--- src/design/mba_pkg.sv ---
`timescale 1ns / 1ps
// Shared types, codes and saturating helpers for the memory budget admission core.
// No dependencies; every other design file imports this package.
package mba_pkg;

  localparam int BW          = 48;
  localparam int SLOT_W      = 8;
  localparam int CFG_AW      = 3;
  localparam int CFG_DW      = BW;
  localparam int CMD_W       = 2;
  localparam int CLS_W       = 3;
  localparam int FIFO_AW     = 1;
  localparam int FIFO_DEPTH  = 1 << FIFO_AW;

  localparam int IN_FIELDS_W  = 2 + 3 * BW;
  localparam int IN_TDATA_W   = ((IN_FIELDS_W + 7) / 8) * 8;
  localparam int IN_TUSER_W   = CMD_W + CLS_W;
  localparam int OUT_FIELDS_W = 1 + 2 * BW;
  localparam int OUT_TDATA_W  = ((OUT_FIELDS_W + 7) / 8) * 8;

  typedef logic [BW-1:0]     bytes_t;
  typedef logic [SLOT_W-1:0] slots_t;

  localparam logic [CMD_W-1:0] CMD_ACQUIRE  = 2'd0;
  localparam logic [CMD_W-1:0] CMD_RELEASE  = 2'd1;
  localparam logic [CMD_W-1:0] CMD_VALIDATE = 2'd2;

  localparam logic [CLS_W-1:0] CLS_IO      = 3'd0;
  localparam logic [CLS_W-1:0] CLS_PREPARE = 3'd1;
  localparam logic [CLS_W-1:0] CLS_PUBLISH = 3'd2;
  localparam logic [CLS_W-1:0] CLS_EXECUTE = 3'd3;

  localparam logic [CFG_AW-1:0] REG_GLOBAL_BUDGET    = 3'd0;
  localparam logic [CFG_AW-1:0] REG_RESERVED_CRIT    = 3'd1;
  localparam logic [CFG_AW-1:0] REG_IO_BUDGET        = 3'd2;
  localparam logic [CFG_AW-1:0] REG_PREP_BUDGET      = 3'd3;
  localparam logic [CFG_AW-1:0] REG_PREPARED_BUDGET  = 3'd4;
  localparam logic [CFG_AW-1:0] REG_EXEC_BUDGET      = 3'd5;
  localparam logic [CFG_AW-1:0] REG_IO_SLOTS         = 3'd6;

  typedef struct packed {
    bytes_t global_budget;
    bytes_t reserved_critical;
    bytes_t io_budget;
    bytes_t preparation_budget;
    bytes_t prepared_budget;
    bytes_t execution_budget;
    slots_t io_slots;
  } cfg_t;

  // Classified request as it waits between front and back.
  typedef struct packed {
    logic [CMD_W-1:0] cmd;
    logic             is_io;
    logic             fits_whole;
    slots_t           io_lim;
    bytes_t           cap_glob;
    bytes_t           d_glob;
    bytes_t           d_io;
    bytes_t           d_prep;
    bytes_t           d_pred;
    bytes_t           d_exec;
  } entry_t;

  typedef struct packed {
    logic full;
    logic empty;
  } fifo_stat_t;

  typedef struct packed {
    bytes_t peak;
    bytes_t total;
    logic   granted;
  } res_t;

  function automatic bytes_t sat_add(bytes_t a, bytes_t b);
    logic [BW:0] s;
    s = {1'b0, a} + {1'b0, b};
    return s[BW] ? '1 : s[BW-1:0];
  endfunction

  function automatic bytes_t sat_sub(bytes_t a, bytes_t b);
    return (a > b) ? bytes_t'(a - b) : '0;
  endfunction

endpackage

--- src/design/mba_front.sv ---
`timescale 1ns / 1ps
// Front end: forms per-pool demands, caps and the whole-budget check for one request.
// Depends on mba_pkg.
module mba_front import mba_pkg::*; (
  input  cfg_t             cfg,
  input  logic [CMD_W-1:0] cmd,
  input  logic [CLS_W-1:0] task_class,
  input  logic             is_critical,
  input  logic             critical_waiting,
  input  bytes_t           in_bytes,
  input  bytes_t           out_bytes,
  input  bytes_t           temp_bytes,
  output entry_t           entry
);

  logic   spec;
  bytes_t d_glob;
  bytes_t d_io;
  bytes_t d_prep;
  bytes_t d_pred;
  bytes_t d_exec;
  slots_t slots_less;

  assign d_glob = sat_add(sat_add(in_bytes, out_bytes), temp_bytes);

  always_comb begin
    d_io   = '0;
    d_prep = '0;
    d_pred = '0;
    d_exec = '0;
    unique case (task_class)
      CLS_IO:      d_io = d_glob;
      CLS_PREPARE: begin
        d_prep = sat_add(in_bytes, temp_bytes);
        d_pred = out_bytes;
      end
      CLS_PUBLISH: d_pred = d_glob;
      CLS_EXECUTE: d_exec = d_glob;
      default:     ;
    endcase
  end

  // Non-critical work while critical work is pending gives up a slot and the reserve.
  assign spec       = !is_critical && critical_waiting;
  assign slots_less = (cfg.io_slots != '0) ? slots_t'(cfg.io_slots - 1'b1) : '0;

  always_comb begin
    entry.cmd        = cmd;
    entry.is_io      = (task_class == CLS_IO);
    entry.io_lim     = spec ? slots_less : cfg.io_slots;
    entry.cap_glob   = spec ? sat_sub(cfg.global_budget, cfg.reserved_critical)
                            : cfg.global_budget;
    entry.fits_whole = (d_glob <= cfg.global_budget) && (d_io <= cfg.io_budget) &&
                       (d_prep <= cfg.preparation_budget) &&
                       (d_pred <= cfg.prepared_budget) &&
                       (d_exec <= cfg.execution_budget);
    entry.d_glob     = d_glob;
    entry.d_io       = d_io;
    entry.d_prep     = d_prep;
    entry.d_pred     = d_pred;
    entry.d_exec     = d_exec;
  end

endmodule

--- config.mk ---
export PLATFORM = sky130hd
export DESIGN_NAME = mba_front
export DESIGN_NICKNAME = d
export VERILOG_FILES = /design/src/design/mba_pkg.sv /design/src/design/mba_front.sv
export SDC_FILE = /design/constraint.sdc
export NUM_CORES = 1
export LEC_CHECK = 0
export BUFFER_PORTS_ARGS = -buffer_cell sky130_fd_sc_hd__buf_4
export CORE_AREA = 2 2 292 294
export DETAILED_ROUTE_END_ITERATION = 10
export DIE_AREA = 0 0 294 296
export PLACE_DENSITY = 0.42
export SLEW_MARGIN = 20
export SYNTH_ARGS = -nofsm -noshare
export SYNTH_HDL_FRONTEND = slang
export SYNTH_SLANG_ARGS = --single-unit
--- constraint.sdc ---
create_clock -name vclk -period 8.95
set_clock_uncertainty 0.2 [all_clocks]
set_input_delay 0 -clock vclk [all_inputs]
set_output_delay 0 -clock vclk [all_outputs]
set_load 0.01 [all_outputs]
==> results.md <==
* Slowest stage delay, CP at 0.45 ns
* Crit-path most repeated cell: buf_4
* DR iter-0 viols at 1,338
* Clock buffer count at 0
* Initial core utilization at 23.2%
* Synthesis-to-layout area growth at 37.9%
* Unrepaired setup endpoints after global routing: no
* All-Layer GR Usage at 25.0%
* Routability cong. at 0.959
* Post-synthesis area per instance at 6.60 um^2
* Routed via count at 24.4k
* Worst Path Max Fanout at 18
* Commonest cells after routing, fill and taps aside: 833 x buf_4, 432 x ha_1, 386 x inv_1
* Core Rows at 107
* Post-Route WL at 115 mm
* Arr. time, crit path at 8.29 ns
* Pins Over Slew Limit at 0
* Dpl hpwl at 104 mm
* Die extent in x at 294 um
* Syn Nets at 3,844
* Hold Crit Class: in -> out
* Ports at 747
* Antenna violations before repair at 13
* Crit start category: input pin
* Die Ht at 296 um
* Seq_cells at 0
* Final min period at 8.49 ns
* Vias per std cell at 5.09
* Hold_sp: cfg[1]
* Total power at 2.83 mW
* Hold Fails Final Rpt at 0
* Drc violations at 0
* Routed length per placed instance at 24.1 um
* Maximum vdd ir drop at 0.0342 mV
* Total congestion overflow at 0
* Worst Setup SP: in_bytes[0]
* Fmax at 0.118 GHz
* Synth warnings at 0
* Synth cell types at 76
* Port Buffers at 743
* Required @ worst endpoint at 8.75 ns
* Nets at 4,574
* Setup CP Type: in -> out
* FF/Latch Area at 0 um^2
* Routed Antenna Nets at 0
* Cells after Synth at 2,960
* PwrDens at 105 mW/mm^2
* Die ar. at 0.0870 mm^2
* Slowest-stage cell, CP: fa_1
* Post-Syn Area at 0.0195 mm^2
* Critical Path Sink Type: primary output
* Rel. slew slack at 34.8%
* Vias in the first global route at 24.5k
* First-pass GRT wire length at 163 mm
* CORE AREA at 0.0842 mm^2
* Outcome: completed
* TritonRoute pass-1 iters at 7
* Final setup violation count at 0
* Crit share post-route at 94.9%
* Largest net degree at the start of global routing at 50
* Leakage power at 15.0 nW
* Fin worst setup slack at 0.459 ns
* Max-cap violations at 0
* Share of cells above drive strength 1 at 25.0%
* Leading cell type in the layout, fill and taps excluded: buf_4
* Pre-CTS WS at -0.691 ns
* Seq/Total Area, Yosys at 0%
* Worst slew pin tran at 0.963 ns
==> layer usage <==
layer  share of wire (%)  global-route usage [%]  wire length [um]
met5               0.066                       0                76
met1                  43                    31.7             50000
met3                 5.8                    3.94              6700
met4                 1.9                    4.19              2230
met2                  49                    45.0             56200
==> where the power goes <==
group	internal, mW	switching (mW)	total, mW
logic	1.15	1.68	2.83
clock network	0.000000120	0	0.000000120
registers	0	0	0
total	1.15	1.68	2.83
==> what timing repair did <==
| item | 4_1_cts | 5_1_grt |
|---|---|---|
| gates resized for setup | 8 | 26 |
| setup endpoints to repair | 1 | 1 |
| gates cloned | 0 | 0 |
| hold endpoints to repair | 2 | 0 |
| setup buffers | 0 | 1 |
| hold buffers | 2 | 0 |
| pin swaps | 0 | 4 |
==> metrics by stage <==
step | hold WS (ns) | utilization [%] | std cells | TNS, ns | instance area (um^2)
final | 0.113 | 32.0 | 4786 | 0 | 26900
after global routing | 0.149 | 32.0 | 4785 | 0 | 26900
after CTS | 0.116 | 31.8 | 4777 | 0 | 26800
after detailed placement | -0.200 | 31.7 | 4775 | -0.691 | 26700
after global placement | -0.200 | 31.7 | 4775 | -0.393 | 26700
after floorplan | -0.108 | - | 2960 | 0 | 19500
==> cell type report <==
class                           instances  area [um^2]
Timing Repair Buffer                  837         6300
Inverter                              386         1450
Multi-Input combinational cell       2465        17800
Tap cell                             1090         1360
Antenna cell                            8         20.0
Fill cell                            9505        57300
==> logic make-up after synthesis <==
family                   synth area share (%)
AO/OA/AOI/OAI                            34.0
AND/OR/NAND/NOR                          20.9
buffers and inverters                    9.79
adder cells (fa/ha/maj)                  28.2
XOR/XNOR                                 6.86
multiplexers                            0.224
==> synth_stat cells (12+ instances only) <==
library cell / instances / area [um^2]
nor2_2: 20 / 125
xnor2_1: 85 / 744
nand4_1: 89 / 557
o21ai_0: 144 / 721
or3_1: 23 / 144
clkbuf_1: 89 / 334
and2_1: 16 / 100
xor2_1: 68 / 596
ha_1: 433 / 5420
and3_1: 28 / 175
o21ai_1: 48 / 240
a21oi_1: 303 / 1520
o21bai_1: 37 / 278
buf_2: 12 / 60.1
nand3_1: 48 / 240
a21o_1: 217 / 1630
nand2_1: 242 / 908
nand2b_1: 21 / 131
a211oi_1: 33 / 248
nor4_1: 16 / 100
nor3_1: 41 / 205
a22o_1: 49 / 429
inv_1: 386 / 1450
a31oi_1: 31 / 194
nor2b_1: 27 / 169
nor2_1: 229 / 860
o21a_1: 32 / 240
or2_2: 13 / 81.3
==> worst paths after layout <==
kind	cells after the start	end	slack, ns
setup / recovery	43	entry[296]	0.46
hold / removal	4	entry[289]	0.11
==> critical path: cells and delay by family <==
family,cells,cell delay [ns]
adders and majority gates,5,1.29
AOI/OAI and AO/OA,21,4.24
buffers and inverters,9,1.49
and+or+nand+nor,8,1.23
Note: power is estimated with default switching activity, not from simulation.
