--- config.mk ---
export PLATFORM = sky130hd
export DESIGN_NAME = mba_fifo
export DESIGN_NICKNAME = d
export VERILOG_FILES = /design/src/design/mba_pkg.sv /design/src/design/mba_fifo.sv
export SDC_FILE = /design/constraint.sdc
export NUM_CORES = 1
export LEC_CHECK = 0
export ABC_CLOCK_PERIOD_IN_PS = 14500
export BUFFER_PORTS_ARGS = -buffer_cell sky130_fd_sc_hd__buf_4
export CELL_PAD_IN_SITES_DETAIL_PLACEMENT = 0
export CELL_PAD_IN_SITES_GLOBAL_PLACEMENT = 1
export CORE_MARGIN = 3
export CORE_UTILIZATION = 39
export CTS_CLUSTER_DIAMETER = 50
export DETAILED_ROUTE_END_ITERATION = 7
export HOLD_SLACK_MARGIN = 0.03
export PLACE_DENSITY_LB_ADDON = 0.1
export SLEW_MARGIN = 25
export SYNTH_ARGS = -nofsm -noshare
export SYNTH_HDL_FRONTEND = slang
export SYNTH_SLANG_ARGS = --single-unit
--- constraint.sdc ---
create_clock -name clk -period 14.5 [get_ports clk]
set_clock_uncertainty 0.05 [all_clocks]
set_input_delay 0.725 -clock clk [delete_from_list [all_inputs] [get_ports clk]]
set_output_delay 0.725 -clock clk [all_outputs]
set_load 0.05 [all_outputs]
--- src/design/mba_pkg.sv ---
`timescale 1ns / 1ps
// Shared types, codes and saturating helpers for the memory budget admission core.
// No dependencies; every other design file imports this package.
package mba_pkg;

  localparam int BW          = 48;
  localparam int SLOT_W      = 8;
  localparam int CFG_AW      = 3;
  localparam int CFG_DW      = BW;
  localparam int CMD_W       = 2;
  localparam int CLS_W       = 3;
  localparam int FIFO_AW     = 1;
  localparam int FIFO_DEPTH  = 1 << FIFO_AW;

  localparam int IN_FIELDS_W  = 2 + 3 * BW;
  localparam int IN_TDATA_W   = ((IN_FIELDS_W + 7) / 8) * 8;
  localparam int IN_TUSER_W   = CMD_W + CLS_W;
  localparam int OUT_FIELDS_W = 1 + 2 * BW;
  localparam int OUT_TDATA_W  = ((OUT_FIELDS_W + 7) / 8) * 8;

  typedef logic [BW-1:0]     bytes_t;
  typedef logic [SLOT_W-1:0] slots_t;

  localparam logic [CMD_W-1:0] CMD_ACQUIRE  = 2'd0;
  localparam logic [CMD_W-1:0] CMD_RELEASE  = 2'd1;
  localparam logic [CMD_W-1:0] CMD_VALIDATE = 2'd2;

  localparam logic [CLS_W-1:0] CLS_IO      = 3'd0;
  localparam logic [CLS_W-1:0] CLS_PREPARE = 3'd1;
  localparam logic [CLS_W-1:0] CLS_PUBLISH = 3'd2;
  localparam logic [CLS_W-1:0] CLS_EXECUTE = 3'd3;

  localparam logic [CFG_AW-1:0] REG_GLOBAL_BUDGET    = 3'd0;
  localparam logic [CFG_AW-1:0] REG_RESERVED_CRIT    = 3'd1;
  localparam logic [CFG_AW-1:0] REG_IO_BUDGET        = 3'd2;
  localparam logic [CFG_AW-1:0] REG_PREP_BUDGET      = 3'd3;
  localparam logic [CFG_AW-1:0] REG_PREPARED_BUDGET  = 3'd4;
  localparam logic [CFG_AW-1:0] REG_EXEC_BUDGET      = 3'd5;
  localparam logic [CFG_AW-1:0] REG_IO_SLOTS         = 3'd6;

  typedef struct packed {
    bytes_t global_budget;
    bytes_t reserved_critical;
    bytes_t io_budget;
    bytes_t preparation_budget;
    bytes_t prepared_budget;
    bytes_t execution_budget;
    slots_t io_slots;
  } cfg_t;

  // Classified request as it waits between front and back.
  typedef struct packed {
    logic [CMD_W-1:0] cmd;
    logic             is_io;
    logic             fits_whole;
    slots_t           io_lim;
    bytes_t           cap_glob;
    bytes_t           d_glob;
    bytes_t           d_io;
    bytes_t           d_prep;
    bytes_t           d_pred;
    bytes_t           d_exec;
  } entry_t;

  typedef struct packed {
    logic full;
    logic empty;
  } fifo_stat_t;

  typedef struct packed {
    bytes_t peak;
    bytes_t total;
    logic   granted;
  } res_t;

  function automatic bytes_t sat_add(bytes_t a, bytes_t b);
    logic [BW:0] s;
    s = {1'b0, a} + {1'b0, b};
    return s[BW] ? '1 : s[BW-1:0];
  endfunction

  function automatic bytes_t sat_sub(bytes_t a, bytes_t b);
    return (a > b) ? bytes_t'(a - b) : '0;
  endfunction

endpackage

--- src/design/mba_fifo.sv ---
`timescale 1ns / 1ps
// Short request queue between the front end and the back end.
// Depends on mba_pkg.
module mba_fifo import mba_pkg::*; (
  input  logic       clk,
  input  logic       rst_n,
  input  logic       push,
  input  entry_t     wdata,
  input  logic       pop,
  output entry_t     rdata,
  output fifo_stat_t stat
);

  entry_t               mem_r [FIFO_DEPTH];
  logic [FIFO_AW-1:0]   wr_ptr_r;
  logic [FIFO_AW-1:0]   rd_ptr_r;
  logic [FIFO_AW:0]     count_r;

  assign rdata      = mem_r[rd_ptr_r];
  assign stat.full  = (count_r == (FIFO_AW+1)'(FIFO_DEPTH));
  assign stat.empty = (count_r == '0);

  always_ff @(posedge clk) begin
    if (push) begin
      mem_r[wr_ptr_r] <= wdata;
    end
  end

  always_ff @(posedge clk) begin
    if (!rst_n) begin
      wr_ptr_r <= '0;
      rd_ptr_r <= '0;
      count_r  <= '0;
    end else begin
      if (push) begin
        wr_ptr_r <= wr_ptr_r + 1'b1;
      end
      if (pop) begin
        rd_ptr_r <= rd_ptr_r + 1'b1;
      end
      unique case ({push, pop})
        2'b10:   count_r <= count_r + 1'b1;
        2'b01:   count_r <= count_r - 1'b1;
        default: ;
      endcase
    end
  end

endmodule

==> summary.txt <==
Status
  • Status: finished clean

Layout
  • Most common cell after layout, fill and taps aside: buf_4
  • Final nets: 1,917
  • Final instance area: 29,600 µm²
  • Most frequent cells in the layout: 611 x buf_4, 600 x edfxtp_1, 300 x mux2_2
  • Area Growth Syn to Fin: 35.4%
  • Fraction of layout cells with a size suffix above 1: 61.2%
  • Post-layout util: 53.5%

Critical path
  • Worst path bufs/invs: 3
  • Worst Reg2Reg Path Length in Cells: 3
  • Crit Path Category: reg2out
  • Critical path destination: rdata[260]
  • Worst setup SP type: flop
  • Reg-to-reg critical path startpoint: wr_ptr_r$_SDFFE_PN0P_
  • Stages on worst setup path: 4
  • Most used cell, CP: buf_4
  • Critical-path top delay cell: dfxtp_4
  • Worst R2R Setup Slack: 11.45 ns
  • Worst-path fanout max: 71
  • Delay-heaviest family, CP: buffers and inverters
  • Reg2reg end: mem_r[0][48]$_DFFE_PP_
  • Critical Path RT: 13.73 ns
  • CP max stage delay: 0.93 ns
  • Crit end category: output pin
  • Crit path DAT: 3.59 ns
  • CP cell instances: buf_6, buf_4, mux2_2, buf_4

Global route
  • Number of antenna violations at the first check in global routing: 12
  • First-pass GRT wire length: 80,900 µm
  • Grt total ovfl: 0
  • Vias in the first global route: 12,200
  • GR peak layer: met2
  • GR Util met1: 21.9%
  • Largest net degree at the start of global routing: 171
  • Met3 usage: 7.31%
  • All-Layer GR Usage: 18.9%
  • Met2 Resource Use GR: 32.3%

Die
  • Die Wd: 243 µm
  • Initial Util: 39.5%
  • DIE HEIGHT: 243 µm
  • Die area: 58,900 µm²
  • Core area: 55,300 µm²
  • # IOs: 606
  • Standard-cell rows: 86

Synth
  • Synth top area share: 82.5%
  • Syn_area_per_cell: 22.9 µm²
  • Seq/Total Area, Yosys: 82.9%
  • Synth cell types: 17
  • Mapped Area: 21,900 µm²
  • Yosys warning count: 0
  • Post-synth top area cell: edfxtp_1
  • Synth top area cells: edfxtp_1 82%, mux2_2 15%, buf_4 1.0%, dfxtp_1 0.46%, and2_1 0.11%
  • Synth Register Bits: 605
  • Synth Instances: 955
  • Mapped Nets: 1,260

Placement
  • Routability cong.: 0.817
  • Pre-CTS worst setup slack: 10.37 ns
  • Dpl hpwl: 40,000 µm
  • Placed Area: 27,200 µm²
  • Port Buffers: 605

Timing
  • Fmax: 0.229 GHz
  • Final Hold Slack: 0.262 ns
  • Slew Viols, Final: 0
  • Slack of the critical path: 10.14 ns
  • Final Cycle Share: 30.1%
  • Worst Max-Slew Pin Slew: 0.991 ns
  • RSZ-0062 raised after global routing: false
  • Final setup violation count: 0
  • Slew HR: 33.9%
  • Period minus WS final: 4.36 ns
  • Setup TNS: 0 ns
  • Final hold vios: 0

Detailed routing
  • DRT Pass-1 Iters: 4
  • Routed vias/inst: 4.74
  • Routed length per instance: 23.6 µm
  • Routed vias: 11,500
  • DRT Wirelength: 57,100 µm
  • # DRC: 0
  • DRT iter0 DRCs: 655
  • DRT antenna net count: 0

Clock tree
  • Clock Path Buffers: 3
  • H-Tree Depth: 3
  • Worst-path clk slew: 0.06 ns
  • Clock latency on the worst-skew pair: 0.59 ns
  • Post-CTS Setup Bufs: 0
  • Cts repair resizes: 0
  • CTS buffer count: 70
  • CTS tree: done
  • Cts hold-fix bufs: 0
  • Clock Sink Count: 605
  • Root Buffer: clkbuf_16

Pwr
  • Pwr/cell area: 153 nW/µm²
  • Leakage power: 10.9 nW
  • Worst vdd rail ir drop: 0.108 mV

Worst hold path
  • Worst hold path type: in2reg

Job
  • Max Cap Violations: 0
how the worst min path moves through the flow:
stage,end,slack (ns),from,cells after the start
finish,mem_r[0][244]$_DFFE_PP_,0.26,wdata[244],1
global route,mem_r[1][27]$_DFFE_PP_,0.22,wdata[27],1
CTS,mem_r[1][263]$_DFFE_PP_,0.21,wdata[263],1
detailed placement,count_r[1]$_SDFFE_PN0P_,0.45,count_r[1]$_SDFFE_PN0P_,2
global placement,count_r[1]$_SDFFE_PN0P_,0.44,count_r[1]$_SDFFE_PN0P_,2
floorplan,count_r[1]$_SDFFE_PN0P_,0.42,count_r[1]$_SDFFE_PN0P_,2
per-stage QoR:
stage,power [W],instances
detailed placement,0.00284,2286
floorplan,0.00260,955
global placement,0.00283,2285
finish,0.00453,2422
global route,0.00468,2421
CTS,0.00459,2412
area by class of cell:
type                            instances  area (µm²)
Antenna cell                            8        20.0
Clock buffer                           93        1920
Clock inverter                         33         364
Fill cell                            4536       25700
Inverter                                1        3.75
Multi-Input combinational cell        316        3500
Sequential cell                       605       18100
Tap cell                              748         936
Timing Repair Buffer                  618        4720
sequential cells by signal, indices dropped and copies added (netlist names), named ones only:
signal    count
wr_ptr_r      1
mem_r       600
rd_ptr_r      1
count_r       2
synth_stat cells (all sizes together):
cell,number
a21boi,1
nor2,2
ha,1
o21a,1
or3,1
and2b,1
buf,33
edfxtp,600
xnor2,2
mux2,300
xor2,1
dfxtp,5
inv,1
nor2b,1
o21ai,1
and2,4
cells by family (layout without fill, tap and decap cells):
logic type / count (synthesis) / count (layout) / synth area share [%]
AO/OA/AOI/OAI: 3 / 3 / 0.0916
multiplexers: 300 / 300 / 15.5
XOR/XNOR: 3 / 3 / 0.120
AND/OR/NAND/NOR: 9 / 9 / 0.246
buffers and inverters: 34 / 745 / 1.12
flip-flops: 605 / 605 / 82.9
adder cells (fa/ha/maj): 1 / 1 / 0.0572
other: 0 / 8 / 0
power by group:
group | internal (W) | leakage (nW) | switching [W]
Clock | 0.00106 | 1.10 | 0.000671
Combinational | 0.000253 | 4.17 | 0.000488
Sequential | 0.00203 | 5.67 | 0.0000273
Total | 0.00334 | 10.9 | 0.00119
routing by layer:
layer | vias up | routed length (µm)
met5 | - | 57
met4 | 8 | 1460
met3 | 89 | 4920
met2 | 437 | 29100
met1 | 5799 | 21500
li1 | 5152 | -
Power figures use the tool's default switching activity.
