## config.mk

```make
export PLATFORM = sky130hd
export DESIGN_NAME = mba_back
export DESIGN_NICKNAME = d
export VERILOG_FILES = /design/src/design/mba_pkg.sv /design/src/design/mba_back.sv
export SDC_FILE = /design/constraint.sdc
export NUM_CORES = 2
export LEC_CHECK = 0
export BUFFER_PORTS_ARGS = -buffer_cell sky130_fd_sc_hd__buf_2
export CAP_MARGIN = 30
export CORE_UTILIZATION = 40
export CTS_BUF_LIST = sky130_fd_sc_hd__clkbuf_2
export CTS_CLUSTER_DIAMETER = 80
export CTS_CLUSTER_SIZE = 24
export DETAILED_ROUTE_END_ITERATION = 7
export SYNTH_ARGS = -nofsm -noshare
export SYNTH_HDL_FRONTEND = slang
export SYNTH_SLANG_ARGS = --single-unit
export TNS_END_PERCENT = 50
```

## constraint.sdc

```tcl
create_clock -name clk -period 29.7 [get_ports clk]
set_input_delay 4.455 -clock clk [delete_from_list [all_inputs] [get_ports clk]]
set_output_delay 4.455 -clock clk [all_outputs]
set_load 0.01 [all_outputs]
```

## src/design/mba_pkg.sv

```systemverilog
`timescale 1ns / 1ps
// Shared types, codes and saturating helpers for the memory budget admission core.
// No dependencies; every other design file imports this package.
package mba_pkg;

  localparam int BW          = 48;
  localparam int SLOT_W      = 8;
  localparam int CFG_AW      = 3;
  localparam int CFG_DW      = BW;
  localparam int CMD_W       = 2;
  localparam int CLS_W       = 3;
  localparam int FIFO_AW     = 1;
  localparam int FIFO_DEPTH  = 1 << FIFO_AW;

  localparam int IN_FIELDS_W  = 2 + 3 * BW;
  localparam int IN_TDATA_W   = ((IN_FIELDS_W + 7) / 8) * 8;
  localparam int IN_TUSER_W   = CMD_W + CLS_W;
  localparam int OUT_FIELDS_W = 1 + 2 * BW;
  localparam int OUT_TDATA_W  = ((OUT_FIELDS_W + 7) / 8) * 8;

  typedef logic [BW-1:0]     bytes_t;
  typedef logic [SLOT_W-1:0] slots_t;

  localparam logic [CMD_W-1:0] CMD_ACQUIRE  = 2'd0;
  localparam logic [CMD_W-1:0] CMD_RELEASE  = 2'd1;
  localparam logic [CMD_W-1:0] CMD_VALIDATE = 2'd2;

  localparam logic [CLS_W-1:0] CLS_IO      = 3'd0;
  localparam logic [CLS_W-1:0] CLS_PREPARE = 3'd1;
  localparam logic [CLS_W-1:0] CLS_PUBLISH = 3'd2;
  localparam logic [CLS_W-1:0] CLS_EXECUTE = 3'd3;

  localparam logic [CFG_AW-1:0] REG_GLOBAL_BUDGET    = 3'd0;
  localparam logic [CFG_AW-1:0] REG_RESERVED_CRIT    = 3'd1;
  localparam logic [CFG_AW-1:0] REG_IO_BUDGET        = 3'd2;
  localparam logic [CFG_AW-1:0] REG_PREP_BUDGET      = 3'd3;
  localparam logic [CFG_AW-1:0] REG_PREPARED_BUDGET  = 3'd4;
  localparam logic [CFG_AW-1:0] REG_EXEC_BUDGET      = 3'd5;
  localparam logic [CFG_AW-1:0] REG_IO_SLOTS         = 3'd6;

  typedef struct packed {
    bytes_t global_budget;
    bytes_t reserved_critical;
    bytes_t io_budget;
    bytes_t preparation_budget;
    bytes_t prepared_budget;
    bytes_t execution_budget;
    slots_t io_slots;
  } cfg_t;

  // Classified request as it waits between front and back.
  typedef struct packed {
    logic [CMD_W-1:0] cmd;
    logic             is_io;
    logic             fits_whole;
    slots_t           io_lim;
    bytes_t           cap_glob;
    bytes_t           d_glob;
    bytes_t           d_io;
    bytes_t           d_prep;
    bytes_t           d_pred;
    bytes_t           d_exec;
  } entry_t;

  typedef struct packed {
    logic full;
    logic empty;
  } fifo_stat_t;

  typedef struct packed {
    bytes_t peak;
    bytes_t total;
    logic   granted;
  } res_t;

  function automatic bytes_t sat_add(bytes_t a, bytes_t b);
    logic [BW:0] s;
    s = {1'b0, a} + {1'b0, b};
    return s[BW] ? '1 : s[BW-1:0];
  endfunction

  function automatic bytes_t sat_sub(bytes_t a, bytes_t b);
    return (a > b) ? bytes_t'(a - b) : '0;
  endfunction

endpackage

```

## src/design/mba_back.sv

```systemverilog
`timescale 1ns / 1ps
// Back end: checks room in every pool, updates the in-use counters and
// holds the result register. Depends on mba_pkg.
module mba_back import mba_pkg::*; (
  input  logic   clk,
  input  logic   rst_n,
  input  cfg_t   cfg,
  input  entry_t entry,
  input  logic   q_empty,
  output logic   q_pop,
  output logic   out_valid,
  input  logic   out_ready,
  output res_t   res
);

  bytes_t glob_r, io_r, prep_r, pred_r, exec_r, peak_r;
  bytes_t glob_nxt, io_nxt, prep_nxt, pred_nxt, exec_nxt, peak_nxt;
  slots_t io_act_r, io_act_nxt;
  logic   out_valid_r;
  res_t   res_r;
  logic   fits;
  logic   slot_ok;
  logic   admit;
  logic   granted;

  assign q_pop = !q_empty && (!out_valid_r || out_ready);

  // Class caps come from cfg; the user must change cfg only while idle, unenforced.
  assign fits = (entry.d_glob <= sat_sub(entry.cap_glob, glob_r)) &&
                (entry.d_io   <= sat_sub(cfg.io_budget, io_r)) &&
                (entry.d_prep <= sat_sub(cfg.preparation_budget, prep_r)) &&
                (entry.d_pred <= sat_sub(cfg.prepared_budget, pred_r)) &&
                (entry.d_exec <= sat_sub(cfg.execution_budget, exec_r));

  assign slot_ok = !entry.is_io || (io_act_r < entry.io_lim);
  assign admit   = fits && slot_ok;

  always_comb begin
    glob_nxt   = glob_r;
    io_nxt     = io_r;
    prep_nxt   = prep_r;
    pred_nxt   = pred_r;
    exec_nxt   = exec_r;
    io_act_nxt = io_act_r;
    granted    = 1'b0;
    unique case (entry.cmd)
      CMD_ACQUIRE: begin
        granted = admit;
        if (admit) begin
          glob_nxt = sat_add(glob_r, entry.d_glob);
          io_nxt   = sat_add(io_r, entry.d_io);
          prep_nxt = sat_add(prep_r, entry.d_prep);
          pred_nxt = sat_add(pred_r, entry.d_pred);
          exec_nxt = sat_add(exec_r, entry.d_exec);
          if (entry.is_io && (io_act_r != '1)) begin
            io_act_nxt = io_act_r + 1'b1;
          end
        end
      end
      CMD_RELEASE: begin
        granted  = 1'b1;
        glob_nxt = sat_sub(glob_r, entry.d_glob);
        io_nxt   = sat_sub(io_r, entry.d_io);
        prep_nxt = sat_sub(prep_r, entry.d_prep);
        pred_nxt = sat_sub(pred_r, entry.d_pred);
        exec_nxt = sat_sub(exec_r, entry.d_exec);
        if (entry.is_io && (io_act_r != '0)) begin
          io_act_nxt = io_act_r - 1'b1;
        end
      end
      CMD_VALIDATE: granted = entry.fits_whole;
      default:      granted = 1'b0;
    endcase
    peak_nxt = (glob_nxt > peak_r) ? glob_nxt : peak_r;
  end

  always_ff @(posedge clk) begin
    if (!rst_n) begin
      glob_r      <= '0;
      io_r        <= '0;
      prep_r      <= '0;
      pred_r      <= '0;
      exec_r      <= '0;
      peak_r      <= '0;
      io_act_r    <= '0;
      out_valid_r <= 1'b0;
    end else if (q_pop) begin
      glob_r      <= glob_nxt;
      io_r        <= io_nxt;
      prep_r      <= prep_nxt;
      pred_r      <= pred_nxt;
      exec_r      <= exec_nxt;
      peak_r      <= peak_nxt;
      io_act_r    <= io_act_nxt;
      out_valid_r <= 1'b1;
    end else if (out_ready) begin
      out_valid_r <= 1'b0;
    end
  end

  always_ff @(posedge clk) begin
    if (q_pop) begin
      res_r.granted <= granted;
      res_r.total   <= glob_nxt;
      res_r.peak    <= peak_nxt;
    end
  end

  assign out_valid = out_valid_r;
  assign res       = res_r;

endmodule
```

==> results.sh <==
export IMPL_min_period_ps=16610
export IMPL_area_delta_synth_final_pct=7.89
export IMPL_core_area_mm2=0.160
export IMPL_start_util=0.402
export IMPL_powerDensity_mw_per_mm2=38.1
export IMPL_syn_cell_area_mm2=0.0645
export IMPL_max_freq_mhz=60.2
export IMPL_grt_setup_unrepaired="no"
export IMPL_cts_hold_buffers=0
export IMPL_finClkSkew_ps=240
export IMPL_synth_enable_flop_cells=97
export IMPL_ys_seq_elements=394
export IMPL_syn_avg_cell_area_um2=7.16
export IMPL_cts_resized=0
export IMPL_post_synth_and_or_nand_nor_area_fraction=0.179
export IMPL_layout_setup_ws_ps=13090
export IMPL_io_buffers=594
export IMPL_grt_first_pass_wirelength_um=388000
export IMPL_worst_pin_slew_ps=1070
export IMPL_crit_type="in -> reg"
export IMPL_drive_gt1_frac=0.0989
export IMPL_status="finished clean"
export IMPL_synth_ff_type="dfxtp_1"
export IMPL_cts_tree="yes"
export IMPL_timing_setup_tns_ps=0
export IMPL_cts_inserted_buffers=47
export IMPL_synth_compound_area_share=0.352
export IMPL_drt_iter0_drc=7603
export IMPL_htreeDepth=2
export IMPL_clk_latency_ps=1530
export IMPL_place_area_mm2=0.0688
export IMPL_die_y_um=404
export IMPL_final_cell_mix="a21oi_1, ha_1, inv_1"
export IMPL_dieArea_mm2=0.163
export IMPL_ys_seq_area_frac=0.137
export IMPL_synth_fa_ha_area_frac=0.203
export IMPL_finalSetupViolCount=0
export IMPL_cts_max_path_buffers=3
export IMPL_vias_per_cell=6.15
export IMPL_ant_nets=0
export IMPL_io_pins=699
export IMPL_wirelength_um=259000
export IMPL_crit_path_end_kind="flip-flop"
export IMPL_synthMuxAreaShare=0.00390
export IMPL_fp_dieW_um=404
export IMPL_slew_headroom=0.280
export IMPL_p_leak_nw=31.4
export IMPL_clkTransAtPathRegs_ps=360
export IMPL_overflow=0
export IMPL_synth_xor_area_frac=0.0402
export IMPL_antenna_found_initial=39
export IMPL_ys_warn_count=0
export IMPL_critPathSlowestCell="a2111oi_1"
export IMPL_cts_sinks=394
export IMPL_wl_per_cell_um=22.6
export IMPL_maxCapViolations=0
export IMPL_nets=10881
export IMPL_syn_instance_count=9011
export IMPL_dp_slack_ps=11810
export IMPL_dp_hpwl_um=205000
export IMPL_final_common_cell="a21oi_1"
export IMPL_syn_nets=10648
export IMPL_clockRootBuffer="clkbuf_2"
export IMPL_grt_max_degree=130
export IMPL_num_vias=70531
export IMPL_hold_viol_final=0
export IMPL_finalCoreUtilization=0.434
export IMPL_hp_class="reg -> reg"
export IMPL_timing_final_crit_share=0.559
export IMPL_post_cts_buffers=0
export IMPL_arrival_ps=17940
export IMPL_grt_pass1_vias=65028
export IMPL_drt_pass1_iterations=8
export IMPL_track_usage=0.302
export IMPL_synth_top_family_by_area="compound AO/OA/AOI/OAI gates"
export IMPL_async_reset_ff_frac=0
export IMPL_synth_distinct_cells=119
export IMPL_postLayoutCellArea_mm2=0.0696
export IMPL_cp_max_fo=67
export IMPL_cp_required_ps=31030
export IMPL_critPathMostFrequentCell="buf_4"
export IMPL_ir_drop_v=0.0000376
export IMPL_cp_start_kind="input port"
export IMPL_max_stage_delay_ps=870
export IMPL_gp_congestion=0.972
export IMPL_drc=0
export IMPL_slew_violations=0
export IMPL_rows=147
kinds of logic (layout without fill, tap and decap cells):
kind of cell    count (synthesis)  after routing
flops                         394            394
compound gates               3459           3459
fa+ha+maj                    1037           1037
simple gates                 2432           2432
buf+inv                      1369           1641
xor+xnor                      296            296
mux                            24             24
other cells                     0             26
routing by layer:
layer | GRT usage | share of wire | routed length, um
met5 | 0 | 0.00059 | 153
met2 | 0.458 | 0.42 | 109000
met3 | 0.0502 | 0.088 | 22700
met4 | 0.0899 | 0.031 | 8140
met1 | 0.433 | 0.46 | 119000
final cells by class:
class / instances / area, um^2
diodes: 26 / 65.1
multi-input cells: 7248 / 50300
clock inverters: 38 / 515
flip-flops and latches: 394 / 8860
clock buffers: 50 / 250
inverters: 897 / 3380
well taps: 2160 / 2700
repair buffers: 656 / 3510
fillers: 16866 / 90800
synthesized netlist by cell type, types with 70 or more instances:
| library cell | count | area (um^2) |
|---|---|---|
| a21oi_1 | 1052 | 5270 |
| ha_1 | 1021 | 12800 |
| inv_1 | 890 | 3340 |
| nand2_1 | 723 | 2710 |
| o21ai_0 | 656 | 3280 |
| nor2_1 | 624 | 2340 |
| a21o_1 | 353 | 2650 |
| clkbuf_1 | 353 | 1330 |
| dfxtp_1 | 297 | 5950 |
| xnor2_1 | 203 | 1780 |
| nand3_1 | 202 | 1010 |
| o21bai_1 | 181 | 1360 |
| nor3_1 | 179 | 896 |
| a221oi_1 | 155 | 1360 |
| nand4_1 | 147 | 920 |
| a31oi_1 | 122 | 763 |
| nor2b_1 | 101 | 632 |
| o31ai_1 | 101 | 758 |
| nand2b_1 | 98 | 613 |
| edfxtp_1 | 97 | 2910 |
| a211oi_1 | 96 | 721 |
| xor2_1 | 93 | 815 |
| nor4_1 | 79 | 494 |
| o21a_1 | 73 | 548 |
| o211ai_1 | 70 | 526 |
stage by stage:
stage	total power [W]	hold slack, ps	std cells
after floorplan	0.00176	446	9011
after global placement	0.00219	482	11347
after detailed placement	0.00221	493	11353
after CTS	0.00264	519	11441
after global routing	0.00285	546	11451
final	0.00265	513	11469
critical path, delay by kind of cell:
kind / cells / cell delay, ps
AOI/OAI and AO/OA: 25 / 8370
adders and majority gates: 4 / 1220
and+or+nand+nor: 6 / 1470
buffers and inverters: 9 / 2310
registers in the layout, indices dropped and copies added (netlist names):
register / count
res: 97
exec_r: 48
glob_r: 48
io_r: 48
peak_r: 48
pred_r: 48
prep_r: 48
io_act_r: 8
out_valid: 1
report_power, final:
| group | total [W] | internal, W | switching (W) |
|---|---|---|---|
| Sequential | 0.000672 | 0.000626 | 0.0000463 |
| Clock | 0.000415 | 0.000110 | 0.000304 |
| Combinational | 0.00157 | 0.000574 | 0.000993 |
worst paths after layout:
check / start / endpoint / slack (ps) / cells past startpoint
max reg2reg: exec_r[0] / peak_r[9] / 15810 / 42
min reg2reg: out_valid / out_valid / 510 / 2
max: cfg[8] / peak_r[9] / 13090 / 44
min: out_valid / out_valid / 510 / 2
No activity file was read; power rests on OpenSTA's default activity.
